`config.mk`:
```
export PLATFORM = sky130hd
export DESIGN_NAME = vfc_nbr_unit
export DESIGN_NICKNAME = d
export VERILOG_FILES = /design/src/vfc_pkg.sv /design/src/vfc_nbr_unit.sv
export SDC_FILE = /design/constraint.sdc
export NUM_CORES = 1
export LEC_CHECK = 0
export BUFFER_PORTS_ARGS = -buffer_cell sky130_fd_sc_hd__buf_4
export CAP_MARGIN = 20
export CORE_MARGIN = 4
export CORE_UTILIZATION = 25
export DETAILED_ROUTE_END_ITERATION = 10
export PLACE_DENSITY = 0.61
export SLEW_MARGIN = 20
export SYNTH_ARGS = -nofsm -noshare
export SYNTH_HDL_FRONTEND = slang
export SYNTH_SLANG_ARGS = --single-unit
```
`constraint.sdc`:
```
create_clock -name vclk -period 3.9
set_input_delay 0 -clock vclk [all_inputs]
set_output_delay 0 -clock vclk [all_outputs]
set_load 0.05 [all_outputs]
```
`src/vfc_pkg.sv`:
```
// ============================================================================
// vfc_pkg: shared types and constants for the voxel face culling block
// Operation codes, face direction codes, mark bit layout and field widths.
// ============================================================================
package vfc_pkg;

    // Field widths fixed by the interface
    localparam int COORD_W   = 10;
    localparam int SIZE_W    = 7;
    localparam int FACE_W    = 6;
    localparam int IDX_W     = 18;
    localparam int CNT_W     = 19;
    localparam int DIR_W     = 3;
    localparam int CFG_IDX_W = 2;

    localparam int FACE_COUNT = 6;

    typedef enum logic [1:0] {
        OP_MARK     = 2'd0,
        OP_CLASSIFY = 2'd1,
        OP_EMIT     = 2'd2,
        OP_CLEAR    = 2'd3
    } t_op;

    // Face directions; the self code addresses the cell itself.
    localparam logic [DIR_W-1:0] DIR_PX   = 3'd0;
    localparam logic [DIR_W-1:0] DIR_NX   = 3'd1;
    localparam logic [DIR_W-1:0] DIR_PY   = 3'd2;
    localparam logic [DIR_W-1:0] DIR_NY   = 3'd3;
    localparam logic [DIR_W-1:0] DIR_PZ   = 3'd4;
    localparam logic [DIR_W-1:0] DIR_NZ   = 3'd5;
    localparam logic [DIR_W-1:0] DIR_SELF = 3'd6;

    // Configuration register indexes
    localparam logic [CFG_IDX_W-1:0] CFG_GRID_X = 2'd0;
    localparam logic [CFG_IDX_W-1:0] CFG_GRID_Y = 2'd1;
    localparam logic [CFG_IDX_W-1:0] CFG_GRID_Z = 2'd2;

    localparam logic [SIZE_W-1:0] SIZE_RESET = 7'd64;

    // Two mark bits per cell: occupied and visible
    typedef logic [1:0] t_marks;
    localparam int     MARK_OCC = 0;
    localparam int     MARK_VIS = 1;
    localparam t_marks MASK_OCC = 2'b01;
    localparam t_marks MASK_VIS = 2'b10;

    typedef struct packed {
        logic   wr_en;
        logic   rd_en;
        t_marks wr_data;
    } t_mem_ctl;

endpackage

```
`src/vfc_nbr_unit.sv`:
```
// ============================================================================
// vfc_nbr_unit: neighbour address and grid bounds unit
// Steps one axis of the base position by one and checks the result against
// the grid size, giving the cell address of the neighbour or of the cell.
// ============================================================================
module vfc_nbr_unit #(
    parameter int MAX_DIM = 64,
    parameter int DIM_W   = 6
) (
    input  logic [vfc_pkg::COORD_W-1:0] i_x,
    input  logic [vfc_pkg::COORD_W-1:0] i_y,
    input  logic [vfc_pkg::COORD_W-1:0] i_z,
    input  logic [vfc_pkg::DIR_W-1:0]   i_dir,
    input  logic [vfc_pkg::SIZE_W-1:0]  i_size_x,
    input  logic [vfc_pkg::SIZE_W-1:0]  i_size_y,
    input  logic [vfc_pkg::SIZE_W-1:0]  i_size_z,
    output logic                        o_in_grid,
    output logic [3*DIM_W-1:0]          o_addr
);
    import vfc_pkg::*;

    localparam int EXT_W = COORD_W + 1;
    localparam logic [EXT_W-1:0] MAX_EXT = EXT_W'(MAX_DIM);

    logic [EXT_W-1:0] sel;
    logic [EXT_W-1:0] moved;
    logic [EXT_W-1:0] nx, ny, nz;
    logic [EXT_W-1:0] eff_x, eff_y, eff_z;
    logic             on_x, on_y, on_z;

    always_comb begin
        on_x = (i_dir == DIR_PX) || (i_dir == DIR_NX);
        on_y = (i_dir == DIR_PY) || (i_dir == DIR_NY);
        on_z = (i_dir == DIR_PZ) || (i_dir == DIR_NZ);

        case (1'b1)
            on_y:    sel = {1'b0, i_y};
            on_z:    sel = {1'b0, i_z};
            default: sel = {1'b0, i_x};
        endcase

        // The step acts on the selected axis only: a step below zero wraps far above any size.
        case (i_dir)
            DIR_PX, DIR_PY, DIR_PZ: moved = sel + EXT_W'(1);
            DIR_NX, DIR_NY, DIR_NZ: moved = sel - EXT_W'(1);
            default:                moved = sel;
        endcase

        nx = on_x ? moved : {1'b0, i_x};
        ny = on_y ? moved : {1'b0, i_y};
        nz = on_z ? moved : {1'b0, i_z};

        eff_x = (EXT_W'(i_size_x) > MAX_EXT) ? MAX_EXT : EXT_W'(i_size_x);
        eff_y = (EXT_W'(i_size_y) > MAX_EXT) ? MAX_EXT : EXT_W'(i_size_y);
        eff_z = (EXT_W'(i_size_z) > MAX_EXT) ? MAX_EXT : EXT_W'(i_size_z);

        o_in_grid = (nx < eff_x) && (ny < eff_y) && (nz < eff_z);
        o_addr    = {nz[DIM_W-1:0], ny[DIM_W-1:0], nx[DIM_W-1:0]};
    end

endmodule

```
==> flow_summary.ini <==
[timing]
timing_hold_violations_final = 0
finalSetupTns_ns = 0
max_clock_freq_mhz = 274.3
rsz0062_at_grt = no
finalMaxSlewViolations = 0
timing.final.setup_violations = 0
final.period_utilization_pct = 93.49
hold_ws_ns = 0.3833
max_slew.worst_pin.slew_ns = 0.6476
fin_ws_ns = 0.2539
post_layout_minimum_cycle_time_ns = 3.646
slew_hr_pct = 56.83

[worst_setup_path]
worst_setup_path_end_kind = primary output
critical_path.startpoint_type = primary input
critical_path_peak_fanout = 7
crit_required_ns = 3.90
timing.setup.critical_path_class = primary input to primary output
arrival_ns = 3.65

[placed_design]
placed_area_mm2 = 0.002323
worst_setup_timing_slack_at_the_placement_stage_ns = 0.02553
port_buffers = 73
dpl.hpwl_um = 5169
gp_weighted_congestion = 0.9363

[cells_and_area]
clock_buffer_count = 0
drive_gt1_share_pct = 40.85
footprint_of_the_multi_input_gates_mm2 = 0.001551
layout-area-overhead-vs-synth_pct = 60.92
numSequentialCells = 0
num-nets-final = 390
antenna_cells = 0
finished_layout_cell_area_mm2 = 0.002396
filler_cell_count = 591
sequential_cell_area_um2 = 0

[pwr]
p_total_w = 0.0005151
p_leak_nw = 1.151
power_density_mw_per_mm2 = 215.0
ir_drop_mv = 0.1001

[floorplanning]
die_height_um = 85.18
num_io_pins = 73
area_of_the_die_mm2 = 0.007255
placementRows = 27
start_util_pct = 26.39
chipWidth_um = 85.18
core_region_area_mm2 = 0.005642

[drt]
first_pass_iters = 4
drt_drc = 0
drt.antenna.violating_nets = 0
vias_per_cell = 5.135
finalWirelength_um = 6011
post_drt_wl_per_cell_um = 15.90
routed-via-count = 1941
initialDrtViolationCount = 83

[logic_synthesis]
synth.net_count = 299
yosysTopAreaCellShare_pct = 22.69
top_cells_by_area_synth = ha_1 (23%), nand2_1 (10%), mux2i_1 (7.4%), o21ai_0 (7.1%), a211oi_1 (5.0%)
post_synth_inst_count = 217
synth-seq-area-share_pct = 0
synth_top_cell_by_area = ha_1
yosys_warnings = 0
mappedNetlistArea_mm2 = 0.001489
synth.avg_cell_area_um2 = 6.861
yosys.cell_types.count = 42

[global_route]
largest_net_degree_at_the_start_of_global_routing = 14
grt_usage_pct = 15.60
first_global_vias = 1938
grt_first_pass_wirelength_um = 9501
grt_antenna_before_repair = 0
grt_remaining_overflow = 0

[worst_hold_path]
worst_hold_startpoint = i_y[0]
min_path_type = primary input to primary output
min_delay_worst_endpoint = o_addr[6]
hold_depth = 3

[run_status]
run_status = complete, no violations

[flow_run]
max_capacitance_violation_total = 0

[clocking]
cts_hold_buf = 0
## synth_stat cells (all sizes together), types with 4 or more instances
library cell	n
a21oi	13
ha	27
and3	4
nor3	6
clkbuf	6
mux2i	12
nor2	8
xnor2	6
or2	4
nand2	40
o21ai	21
nor2b	11
a211oi	10
nand4	4
inv	4
## power by group
group	leakage, nW	internal [W]	total [W]	switching, W
clock network	0	0	0	0
logic	1.15	0.000221	0.000515	0.000294
registers	0	0	0	0
total	1.15	0.000221	0.000515	0.000294
## layout make-up
type                            count  share of cell area (%)
Tap cell                           72                   3.760
Multi-Input combinational cell    204                   64.75
Inverter                            4                  0.6266
Timing Repair Buffer               98                   30.86
## cell usage in the layout (no fill, tap or decap), drive strengths merged
master | Yosys | routed
nand4 | 4 | 4
o311a | 1 | 1
nor2 | 8 | 8
o31ai | 1 | 1
nor4 | 2 | 2
fa | 1 | 1
a221oi | 1 | 1
buf | 3 | 98
or2 | 4 | 4
a21o | 2 | 2
nor2b | 11 | 11
mux2i | 12 | 12
o2111ai | 2 | 2
o21a | 3 | 3
a211o | 1 | 1
ha | 27 | 27
a31oi | 3 | 3
nand3 | 2 | 2
nor4b | 1 | 1
nand2 | 40 | 40
o211ai | 1 | 1
or3b | 1 | 1
inv | 4 | 4
mux2 | 2 | 2
xnor2 | 6 | 6
a2111o | 1 | 1
o21ba | 1 | 1
nand2b | 3 | 3
nor3 | 6 | 6
a222oi | 1 | 1
a211oi | 10 | 10
a311oi | 1 | 1
a21oi | 13 | 13
and3 | 4 | 4
xor2 | 3 | 3
and2 | 2 | 2
a2111oi | 2 | 2
o21ai | 21 | 21
## cells by family after synthesis
family                     count (synthesis)  share of synthesized area [%]
muxes                                     14                          9.832
AOI/OAI and AO/OA                         65                          28.15
xor gates and xnor gates                   9                          5.294
buffers and inverters                     13                          3.949
adders and majority gates                 28                          24.03
and+or+nand+nor                           88                          28.74
## critical path: stages
cell and delay [ns]:
buf_4 0.12, buf_4 0.16, nor2b_1 0.05, a211oi_1 0.20
a21oi_1 0.08, ha_2 0.36, buf_4 0.13, and2_1 0.14
nand2_1 0.07, a21oi_1 0.23, xnor2_2 0.16, buf_4 0.17
o21ai_4 0.07, ha_1 0.32, and3_4 0.19, o2111ai_1 0.08
o21ba_1 0.17, a2111o_1 0.39, nor3_2 0.10, buf_4 0.13
o311a_4 0.18, buf_6 0.15
## routing by layer
metal,track usage (%),part of all wire (%),up-vias
met5,0,0,-
met1,21.92,47,866
met2,26.84,45,73
met4,0.8633,0.91,0
met3,1.553,6.5,4
li1,-,-,998
## per-stage QoR
stage | instances | util, %
final | 378 | 42.47
after global routing | 378 | 42.47
after CTS | 374 | 41.18
after detailed placement | 374 | 41.18
after global placement | 374 | 41.18
after floorplan | 217 | -
## worst max-delay path by stage
stage | start | slack, ns | endpoint
detailed placement | i_x[1] | 0.03 | o_in_grid
global placement | i_x[1] | 0.14 | o_in_grid
floorplan | i_dir[2] | 0.02 | o_in_grid
CTS | i_x[1] | 0.009 | o_in_grid
finish | i_dir[2] | 0.25 | o_in_grid
global route | i_x[1] | 0.03 | o_in_grid
## repair_timing
| item | in CTS | in global routing |
|---|---|---|
| gates resized for setup | 0 | 14 |
| setup buffers | 0 | 4 |
| setup endpoints to repair | 0 | 1 |
| hold endpoints to repair | 0 | 0 |
No activity file was read; power rests on OpenSTA's default activity.
